`src/trc_pkg.sv`:
```
// Shared types, codes and functions of the transaction run coalescer.
`timescale 1ns / 1ps

package trc_pkg;

  localparam int SLOTS_DEF      = 8;
  localparam int MAX_VALUES_DEF = 6;
  localparam int VAL_W          = 35;   // size in bits 34..32, bytes below
  localparam int IN_DATA_W      = 160;
  localparam int OUT_DATA_W     = 240;

  localparam logic [1:0] CMD_READ  = 2'd0;
  localparam logic [1:0] CMD_WRITE = 2'd1;
  localparam logic [1:0] CMD_FLUSH = 2'd2;
  localparam logic [1:0] CMD_NOP   = 2'd3;

  localparam logic [1:0] KIND_HDR = 2'd0;
  localparam logic [1:0] KIND_VAL = 2'd1;
  localparam logic [1:0] KIND_NEW = 2'd2;

  localparam logic [2:0] ST_WR_OK   = 3'd3;
  localparam logic [2:0] ST_WR_FAIL = 3'd4;

  typedef enum logic [2:0] {
    S_IDLE, S_PROC, S_EMIT, S_WHDR, S_WVAL, S_OPEN
  } state_t;

  typedef enum logic [1:0] {
    AFT_NONE, AFT_WRITE, AFT_OPEN
  } after_t;

  // One decoded transaction record as the cells see it.
  typedef struct packed {
    logic [39:0]      target;
    logic [33:0]      key;
    logic             err;
    logic [15:0]      wkc;
    logic [31:0]      ms;
    logic [VAL_W-1:0] val;
    logic             st_ok;
  } rec_t;

  // Fixed part of one run held by a cell.
  typedef struct packed {
    logic [39:0]      target;
    logic [33:0]      key;
    logic             err;
    logic [31:0]      count;
    logic [31:0]      work;
    logic [63:0]      time_b;
    logic             ovf;
    logic [VAL_W-1:0] newest;
  } slot_hdr_t;

  function automatic logic [OUT_DATA_W-1:0] pack_out(
    input logic [2:0]       status,
    input logic [39:0]      target,
    input logic [31:0]      abort_key,
    input logic [31:0]      count,
    input logic [31:0]      work,
    input logic [63:0]      time_b,
    input logic             err,
    input logic [VAL_W-1:0] val
  );
    return {1'b0, val[31:0], val[34:32], err, time_b, work, count, abort_key,
            target[23:0], target[39:24], status};
  endfunction

endpackage

```
`src/trc_cell.sv`:
```
// One run slot of the coalescer chain: match, update, open and shift.
`timescale 1ns / 1ps

module trc_cell #(
  parameter int MAX_VALUES = trc_pkg::MAX_VALUES_DEF,
  parameter int VCW        = $clog2(MAX_VALUES + 1)
) (
  input  logic                                      clk,
  input  trc_pkg::rec_t                             rec,
  input  logic                                      shift,
  input  logic                                      open,
  input  logic                                      upd,
  input  trc_pkg::slot_hdr_t                        nb_hdr,
  input  logic [MAX_VALUES-1:0][trc_pkg::VAL_W-1:0] nb_vals,
  input  logic [VCW-1:0]                            nb_vcnt,
  output trc_pkg::slot_hdr_t                        hdr,
  output logic [MAX_VALUES-1:0][trc_pkg::VAL_W-1:0] vals,
  output logic [VCW-1:0]                            vcnt,
  output logic                                      key_eq
);

  localparam int VIW = (MAX_VALUES > 1) ? $clog2(MAX_VALUES) : 1;

  trc_pkg::slot_hdr_t                        hdr_r, hdr_nxt;
  logic [MAX_VALUES-1:0][trc_pkg::VAL_W-1:0] vals_r, vals_nxt;
  logic [VCW-1:0]                            vcnt_r, vcnt_nxt;
  logic                                      seen;
  logic                                      has_val;

  assign key_eq  = (hdr_r.target == rec.target) && (hdr_r.key == rec.key);
  assign has_val = rec.st_ok && (rec.val != '0);

  always_comb begin
    seen = 1'b0;
    for (int i = 0; i < MAX_VALUES; i++) begin
      if ((VCW'(i) < vcnt_r) && (vals_r[i] == rec.val)) begin
        seen = 1'b1;
      end
    end
  end

  always_comb begin
    hdr_nxt  = hdr_r;
    vals_nxt = vals_r;
    vcnt_nxt = vcnt_r;
    priority if (shift) begin
      hdr_nxt  = nb_hdr;
      vals_nxt = nb_vals;
      vcnt_nxt = nb_vcnt;
    end else if (open) begin
      hdr_nxt.target = rec.target;
      hdr_nxt.key    = rec.key;
      hdr_nxt.err    = rec.err;
      hdr_nxt.count  = 32'd1;
      hdr_nxt.work   = {rec.wkc, rec.wkc};
      hdr_nxt.time_b = {rec.ms, rec.ms};
      hdr_nxt.ovf    = 1'b0;
      if (has_val) begin
        hdr_nxt.newest = rec.val;
        vals_nxt[0]    = rec.val;
        vcnt_nxt       = VCW'(1);
      end else begin
        hdr_nxt.newest = '0;
        vcnt_nxt       = '0;
      end
    end else if (upd) begin
      if (hdr_r.count != 32'hFFFF_FFFF) begin
        hdr_nxt.count = hdr_r.count + 32'd1;
      end
      if (rec.wkc < hdr_r.work[15:0])   hdr_nxt.work[15:0]    = rec.wkc;
      if (rec.wkc > hdr_r.work[31:16])  hdr_nxt.work[31:16]   = rec.wkc;
      if (rec.ms < hdr_r.time_b[31:0])  hdr_nxt.time_b[31:0]  = rec.ms;
      if (rec.ms > hdr_r.time_b[63:32]) hdr_nxt.time_b[63:32] = rec.ms;
      if (has_val) begin
        hdr_nxt.newest = rec.val;
        if (!seen) begin
          if (vcnt_r < VCW'(MAX_VALUES)) begin
            vals_nxt[vcnt_r[VIW-1:0]] = rec.val;
            vcnt_nxt = vcnt_r + VCW'(1);
          end else begin
            hdr_nxt.ovf = 1'b1;
          end
        end
      end
    end
  end

  always_ff @(posedge clk) begin
    hdr_r  <= hdr_nxt;
    vals_r <= vals_nxt;
    vcnt_r <= vcnt_nxt;
  end

  assign hdr  = hdr_r;
  assign vals = vals_r;
  assign vcnt = vcnt_r;

endmodule

```
`config.mk`:
```
export PLATFORM = sky130hd
export DESIGN_NAME = trc_cell
export DESIGN_NICKNAME = d
export VERILOG_FILES = /design/src/trc_pkg.sv /design/src/trc_cell.sv
export SDC_FILE = /design/constraint.sdc
export NUM_CORES = 1
export LEC_CHECK = 0
export ABC_AREA = 1
export BUFFER_PORTS_ARGS = -buffer_cell sky130_fd_sc_hd__buf_4
export CORE_AREA = 2 2 417 419
export CTS_CLUSTER_SIZE = 14
export DETAILED_ROUTE_END_ITERATION = 16
export DIE_AREA = 0 0 419 421
export HOLD_SLACK_MARGIN = 0.03
export PLACE_DENSITY_LB_ADDON = 0.12
export SYNTH_ARGS = -nofsm -noshare
export SYNTH_HDL_FRONTEND = slang
export SYNTH_SLANG_ARGS = --single-unit
```
`constraint.sdc`:
```
create_clock -name clk -period 8.75 [get_ports clk]
set_input_delay 1.3125 -clock clk [delete_from_list [all_inputs] [get_ports clk]]
set_output_delay 1.3125 -clock clk [all_outputs]
set_load 0.02 [all_outputs]
```
==> run summary, run 1 <==
Layout fillers: 19,300
Post-synth EDFFs: 452
Synth-to-Final Area Change: 48.4%
DIE WIDTH: 419 µm
async set or reset register ratio after synthesis: 0%
peak supply drop: 0.000117 V
area leader, netlist: edfxtp_1
# port buffers: 1,067
pre-CTS setup slack: 4.18 ns
final hold violation count: 0
H-tree levels: 3
GRT Residual Overflow: 0
Post-Synthesis Cells: 2,975
Clk pin slew, worst setup/hold paths: 0.05 ns
Final Cycle Share: 51.7%
clock sink total: 452
clk root buf: clkbuf_16
synthesized area: 26,200 µm²
Routed Antenna Nets: 0
relative slew slack: 29.1%
# IOs: 1,068
setup ws final: 4.22 ns
Finish-stage setup viols: 0
Critical Path End Type: output pin
crit path max-delay cell type: nor4_1
Pins Over Slew Limit: 0
M1 GR Usage: 21.5%
FP Rows: 153
yosys warns: 0
Worst Path Buf+Inv: 3
grt met3 use: 4.40%
routed vias/inst: 4.00
CTS buffer count: 68
top-area cell type share of the netlist area: 51.8%
area of the multi-input gates: 11,100 µm²
run status: finished, final reports clean
Total Routed Length: 174 mm
Peak Freq: 221 MHz
initial antenna violation count: 19
Total Neg Setup Slack: 0 ns
1st-iter DRT viols: 1,714
Starting Density: 15.2%
Netlist cell types: 54
sequential fraction of the synthesis area: 51.8%
crit path launch type: input port
worst-path fanout max: 3
core area: 172,000 µm²
critical-path cell list: buf_4 -> inv_1 -> or2_2 -> nand3_1 -> nor4_1 -> nand2_1 -> nor4_1 -> buf_4
Slew @ Worst Pin: 1.06 ns
GR peak layer: met2
clock period minus final worst setup slack: 4.53 ns
Reg area: 13,600 µm²
layout net count: 4,721
proportion of layout cells with a drive suffix above 1: 31.8%
fin cells: 6,387
CP top delay family: simple AND/OR/NAND/NOR gates
M2 GR Usage: 35.5%
critical path data arrival time: 3.21 ns
CTS max path bufs: 3
Critical Path Max Stage Delay: 0.78 ns
total of max-cap violations: 0
CP Class: input port to output pin
largest net degree at the start of global routing: 137
Wirelength per Cell: 27.2 µm
commonest non-fill, non-tap cell in the layout: buf_4
Via Count: 25,600
Synth area leaders: edfxtp_1, nand2_1, o21ai_0
Die Y: 421 µm
ys flop type: edfxtp_1
RSZ-0062 raised after global routing: no
setup bufs post-CTS: 0
full die area: 176,000 µm²
PwrDens: 188 nW/µm²
GRT Total Usage: 19.0%
Avg Cell Area, Syn: 8.81 µm²
post-CTS sizing: 0
drt drc: 0
Placer Congestion: 0.915
TritonRoute pass-1 iters: 6
DPL Wire Length: 141 mm
flip-flop and latch count after synthesis: 452
Synth Net Count: 3,687
critical path required time: 7.44 ns
vias in the first global route: 26,100
Setup Skew: 0.0406 ns
Leak: 17.4 nW
dpl cells: 6,264
CTS tree: yes
clock latency on the worst-skew pair: 0.67 ns
first-pass GRT wire length: 230 mm
commonest cells after routing, fill and taps aside: buf_4, nand2_1, edfxtp_1
CTS hold repair buffers: 0
worst hold path type: flop to flop
-- flip-flops by register name (all words and copies together) (netlist names) --
signal,cells
vals,210
vcnt,3
hdr,239
-- cells by family after synthesis --
kind of cell / after synthesis / synth area share [%]
flip-flops: 452 / 51.8
XOR/XNOR: 179 / 5.98
adder cells (fa/ha/maj): 97 / 4.63
buffers and inverters: 404 / 6.16
AO/OA/AOI/OAI: 430 / 9.19
AND/OR/NAND/NOR: 1413 / 22.3
-- worst paths after layout --
path / slack, ns / endpoint / from / cells past startpoint
max: 4.22 / key_eq / rec[146] / 8
min: 0.68 / hdr[155]$_DFFE_PP_ / hdr[155]$_DFFE_PP_ / 2
max reg2reg: 5.38 / vals[35]$_DFFE_PP_ / vals[144]$_DFFE_PP_ / 10
min reg2reg: 0.68 / hdr[155]$_DFFE_PP_ / hdr[155]$_DFFE_PP_ / 2
-- final cells by class --
cell class | count | area share [%]
clock buffers | 85 | 4.54
inverters | 274 | 2.66
multi-input cells | 2119 | 28.5
flip-flops and latches | 452 | 34.9
repair buffers | 1094 | 21.2
clock inverters | 33 | 0.778
well taps | 2325 | 7.47
diodes | 5 | 0.0321
-- metal layers --
metal	wire, µm	vias to the layer above
met5	43	-
met4	3900	8
met3	10400	153
met2	92000	861
met1	67200	12600
li1	-	12000
-- worst min-delay path, stage by stage, from the launching register on --
cell and delay (ns):
edfxtp_1 0.43, o21ai_1 0.09, nand2_1 0.05
-- synth_stat cells, types with 2 or more instances --
cell and instances:
a211oi_1 2, buf_1 15, o21ai_1 3, buf_4 2, o21ai_0 301, nor2_8 2
nand3_1 51, or2_2 32, nor2_4 4, o2111ai_1 3, ha_1 97, nor3_1 27
o21ai_2 31, xor2_1 44, nor2_2 3, nand2_4 2, o22ai_1 8, inv_2 7
and3_1 2, buf_2 32, nor4_1 17, a21oi_1 49, edfxtp_1 452, nand4_1 64
buf_8 3, buf_6 2, clkbuf_2 2, a21o_1 2, a31oi_1 4, o211ai_1 4
a32o_1 5, o31ai_1 8, nor2_1 129, xnor2_1 135, nand2_2 6, inv_1 267
a22o_1 3, clkbuf_1 74, nor3b_1 2, nand2_1 1065
-- stage by stage --
stage | instance area, µm² | hold slack [ns] | total power [mW] | utilization, %
CTS | 38900 | 0.697 | 7.50 | 22.6
finish | 38900 | 0.677 | 7.34 | 22.6
floorplan | 26200 | 0.735 | 3.63 | -
detailed placement | 36800 | 0.683 | 4.74 | 21.4
global placement | 36800 | 0.676 | 4.75 | 21.4
global route | 38900 | 0.752 | 7.68 | 22.6
-- power breakdown --
| group | switching [mW] | internal, mW |
|---|---|---|
| logic | 1.10 | 0.670 |
| registers | 0.240 | 2.65 |
| clock network | 1.20 | 1.48 |
(Power assumes the default switching activity.)
==> run 2, diff against run 1 <==
Clock period 8.75 ns to 4.7 ns, I/O delays scaled along.
==> run summary, run 2 (synthesis results as in run 1) <==
critical path data arrival time: 2.85 ns
max FFs per register: 239
Wirelength per Cell: 27.1 µm
H-tree levels: 3
commonest cells after routing, fill and taps aside: buf_4, nand2_1, edfxtp_1
full die area: 176,000 µm²
relative slew slack: 31.3%
Via Count: 25,400
1st-iter DRT viols: 1,692
WHS Endpoint: hdr[205]$_DFFE_PN_
Placer Congestion: 0.901
final hold violation count: 0
Synth-to-Final Area Change: 49.1%
CTS buffer count: 68
TritonRoute pass-1 iters: 6
worst-path fanout max: 2
proportion of layout cells with a drive suffix above 1: 32.0%
Die Y: 421 µm
critical path required time: 3.99 ns
first-pass GRT wire length: 229 mm
Setup Skew: 0.0294 ns
worst hold start: nb_hdr[205]
clock sink total: 452
Final Cycle Share: 75.7%
Leak: 17.5 nW
clock period minus final worst setup slack: 3.56 ns
run status: finished, final reports clean
Clk pin slew, worst setup/hold paths: 0.06 ns
clock latency on the worst-skew pair: 0.68 ns
drt drc: 0
CTS tree: yes
clk root buf: clkbuf_16
worst r2r path cells: 10
layout net count: 4,728
Routed Antenna Nets: 0
# port buffers: 1,067
DIE WIDTH: 419 µm
CP Class: flop to output pin
Total Routed Length: 173 mm
r2r endpoint: vals[66]$_DFFE_PP_
crit path launch type: flop
CTS max path bufs: 3
Starting Density: 15.2%
worst r2r src: vals[144]$_DFFE_PP_
R2R Setup Slk: 1.18 ns
Total Neg Setup Slack: 0 ns
Slew @ Worst Pin: 1.03 ns
Finish-stage setup viols: 0
initial antenna violation count: 27
setup bufs post-CTS: 0
# IOs: 1,068
largest net degree at the start of global routing: 126
Critical Path End Type: output pin
core area: 172,000 µm²
hold path depth: 3
PwrDens: 352 nW/µm²
fin util: 22.7%
Peak Freq: 281 MHz
Pins Over Slew Limit: 0
CTS hold repair buffers: 0
vias in the first global route: 25,900
peak supply drop: 0.000215 V
FP Rows: 153
total of max-cap violations: 0
worst hold path type: input port to flop
RSZ-0062 raised after global routing: no
GRT Residual Overflow: 0
routed vias/inst: 3.97
DPL Wire Length: 142 mm
GRT Total Usage: 19.0%
post-CTS sizing: 0
commonest non-fill, non-tap cell in the layout: buf_4
-- run 2: cell count changes in the layout (fill, tap and decap cells not counted), sizes merged --
| cell | before | now |
|---|---|---|
| clkinvlp | 1 | 4 |
| inv | 278 | 276 |
| buf | 1094 | 1101 |
| diode | 5 | 7 |
| clkbuf | 85 | 81 |
| clkinv | 27 | 29 |
| bufinv | 1 | 3 |
-- run 2: routing by layer --
metal / routed length (µm) / global-route usage (%) / vias up
met5: 79 / 0 / -
met4: 5510 / 6.41 / 14
met3: 11600 / 4.89 / 211
met2: 89900 / 34.5 / 878
met1: 66400 / 21.2 / 12300
li1: - / - / 12000
-- run 2: where the power goes --
group / switching, mW / total, mW / internal [mW]
sequential: 0.456 / 5.39 / 4.93
combinational: 2.03 / 3.29 / 1.26
clock: 2.23 / 5.09 / 2.86
total: 4.72 / 13.8 / 9.05
-- run 2: through the flow --
stage                     hold slack, ns  setup WS (ns)  std cells  area (µm²)  power [mW]
after floorplan                    0.735          0.450       2975       26200        6.76
after global placement             0.667          0.744       6271       36900        8.84
after detailed placement           0.672          0.789       6271       36900        8.83
after CTS                          0.207           1.13       6390       39100        14.0
after global routing               0.256          0.990       6395       39100        14.4
final                              0.286           1.14       6397       39100        13.8
-- run 2: worst max-delay path, cell delays in order (launching register included) --
cell and delay (ns):
edfxtp_1 0.41, xnor2_1 0.16, nand3_1 0.10, nor4_1 0.86
nand2_1 0.11, nor4_1 0.34, buf_4 0.21
-- run 2: cell type report --
cell class              count  area (µm²)
clock buffers              81        1750
repair buffers           1101        8340
diodes                      7        17.5
multi-input cells        2119       11100
well taps                2325        2910
inverters                 274        1040
clock inverters            38         387
flip-flops and latches    452       13600
fillers                 19200      133000
-- run 2: how the worst max path moves through the flow --
stage	startpoint	to	slack, ns	depth (start not counted)
after global placement	rec[5]	vals[66]$_DFFE_PP_	0.74	11
after floorplan	rec[24]	hdr[0]$_DFFE_PP_	0.45	7
after global routing	hdr[166]$_DFFE_PN_	key_eq	0.99	5
final	hdr[228]$_DFFE_PN_	key_eq	1.14	6
after CTS	hdr[166]$_DFFE_PN_	key_eq	1.13	5
after detailed placement	rec[5]	vals[65]$_DFFE_PP_	0.79	11
==> run 3, diff against run 2 <==
Clock period 4.7 ns to 3.4 ns, I/O delays scaled along.
==> run summary, run 3 (synthesis results as in run 1) <==
Peak Freq: 308 MHz
Critical Path End Type: output pin
RSZ-0062 raised after global routing: no
worst hold path type: input port to flop
clock sink total: 452
Finish-stage setup viols: 0
crit path from: hdr[219]$_DFFE_PN_
FP Rows: 153
Die Y: 421 µm
crit-path most repeated cell: nor4_1
Starting Density: 15.2%
critical-path cell list: xnor2_1 -> nand2_1 -> nor4_1 -> nand3_1 -> nor4_1 -> buf_4
post-CTS sizing: 0
H-tree levels: 3
1st-iter DRT viols: 1,762
critical path data arrival time: 2.73 ns
Final Cycle Share: 95.4%
first-pass GRT wire length: 231 mm
Setup Skew: 0.0299 ns
relative slew slack: 28.4%
proportion of layout cells with a drive suffix above 1: 32.5%
Leak: 17.7 nW
Reg area: 13,600 µm²
Worst Path Buf+Inv: 1
clock latency on the worst-skew pair: 0.66 ns
max FFs per register: 239
run status: finished, final reports clean
DIE WIDTH: 419 µm
PwrDens: 491 nW/µm²
setup bufs post-CTS: 0
core area: 172,000 µm²
fin util: 22.9%
critical path endpoint: key_eq
commonest non-fill, non-tap cell in the layout: buf_4
full die area: 176,000 µm²
routed vias/inst: 3.98
Placer Congestion: 0.927
drt drc: 0
worst-path fanout max: 2
worst r2r src: vals[15]$_DFFE_PP_
Layout fillers: 19,200
crit path max-delay cell type: nor4_1
initial antenna violation count: 21
Worst path depth: 6
Routed Antenna Nets: 0
total of max-cap violations: 0
clk root buf: clkbuf_16
Total Neg Setup Slack: 0 ns
crit path launch type: flop
Critical Path Max Stage Delay: 0.71 ns
R2R Setup Slk: 0.53 ns
peak supply drop: 0.000305 V
area of the multi-input gates: 11,100 µm²
Slew @ Worst Pin: 1.07 ns
GRT Total Usage: 19.1%
CP Class: flop to output pin
Wirelength per Cell: 27.1 µm
layout net count: 4,755
Pins Over Slew Limit: 0
Hold WS: 0.120 ns
# IOs: 1,068
Via Count: 25,600
critical path required time: 2.89 ns
DPL Wire Length: 143 mm
CTS max path bufs: 3
# port buffers: 1,067
largest net degree at the start of global routing: 140
Synth-to-Final Area Change: 50.7%
worst r2r path cells: 10
CTS tree: yes
vias in the first global route: 26,400
GRT Residual Overflow: 0
CTS hold repair buffers: 0
Total Routed Length: 174 mm
clock period minus final worst setup slack: 3.24 ns
r2r endpoint: vals[71]$_DFFE_PP_
commonest cells after routing, fill and taps aside: buf_4, nand2_1, edfxtp_1
CP top delay family: simple AND/OR/NAND/NOR gates
Clk pin slew, worst setup/hold paths: 0.06 ns
TritonRoute pass-1 iters: 5
final hold violation count: 0
CTS buffer count: 70
[run 3: changes by cell type in the layout (fill, tap and decap cells not counted), moves of 3 or more]
cell and delta:
buf_12 +13, clkinv_1 -6, diode_2 -4, buf_4 +12
clkinv_16 -3, clkbuf_1 +4, clkbuf_16 +4
[run 3: report_power, final]
| part | switching (mW) | total [mW] | leakage (nW) | internal [mW] |
|---|---|---|---|---|
| combinational | 2.88 | 4.67 | 11.9 | 1.79 |
| clock | 3.04 | 7.32 | 1.07 | 4.28 |
| sequential | 0.597 | 7.41 | 4.67 | 6.82 |
| total | 6.52 | 19.4 | 17.7 | 12.9 |
[run 3: layer usage]
layer  share of wire, %  GRT usage (%)
met4                2.2           4.24
met1                 38           21.2
met3                6.2           4.69
met5              0.066              0
met2                 53           36.0
[run 3: worst reg2reg max path, stage by stage, from the launching register on]
cell	delay [ns]
edfxtp_1	0.42
xnor2_1	0.46
nand2_1	0.18
nor3_1	0.40
nand3_1	0.16
nor2_1	0.15
nor2_1	0.06
and2_2	0.25
nand4_1	0.12
nand2_2	0.11
buf_12	0.21
[run 3: how the worst min path moves through the flow]
stage	startpoint	end	slack, ns	depth (start not counted)
3_3_place_gp	hdr[132]$_DFFE_PP_	hdr[132]$_DFFE_PP_	0.67	1
6_report	nb_hdr[182]	hdr[182]$_DFFE_PN_	0.12	3
4_1_cts	nb_hdr[90]	hdr[90]$_DFFE_PP_	0.04	3
5_1_grt	nb_hdr[42]	hdr[42]$_DFFE_PP_	0.06	3
2_1_floorplan	rec[84]	hdr[164]$_DFFE_PN_	0.69	2
3_5_place_dp	hdr[132]$_DFFE_PP_	hdr[132]$_DFFE_PP_	0.68	1
[run 3: metrics by stage]
stage          worst slack (ns)  std cells  cell area, µm²  power (mW)
2_1_floorplan             0.160       2975           26200        9.35
3_3_place_gp             0.0729       6296           37300        12.3
3_5_place_dp             0.0943       6296           37300        12.3
4_1_cts                   0.120       6417           39500        19.8
5_1_grt                  0.0230       6420           39500        20.2
6_report                  0.157       6420           39500        19.4
[run 3: cell type report]
cell class,count,area share (%)
Clock buffer,89,4.72
Inverter,274,2.62
Antenna cell,3,0.0190
Clock inverter,32,0.899
Sequential cell,452,34.3
Multi-Input combinational cell,2119,28.1
Timing Repair Buffer,1126,22.0
Tap cell,2325,7.36
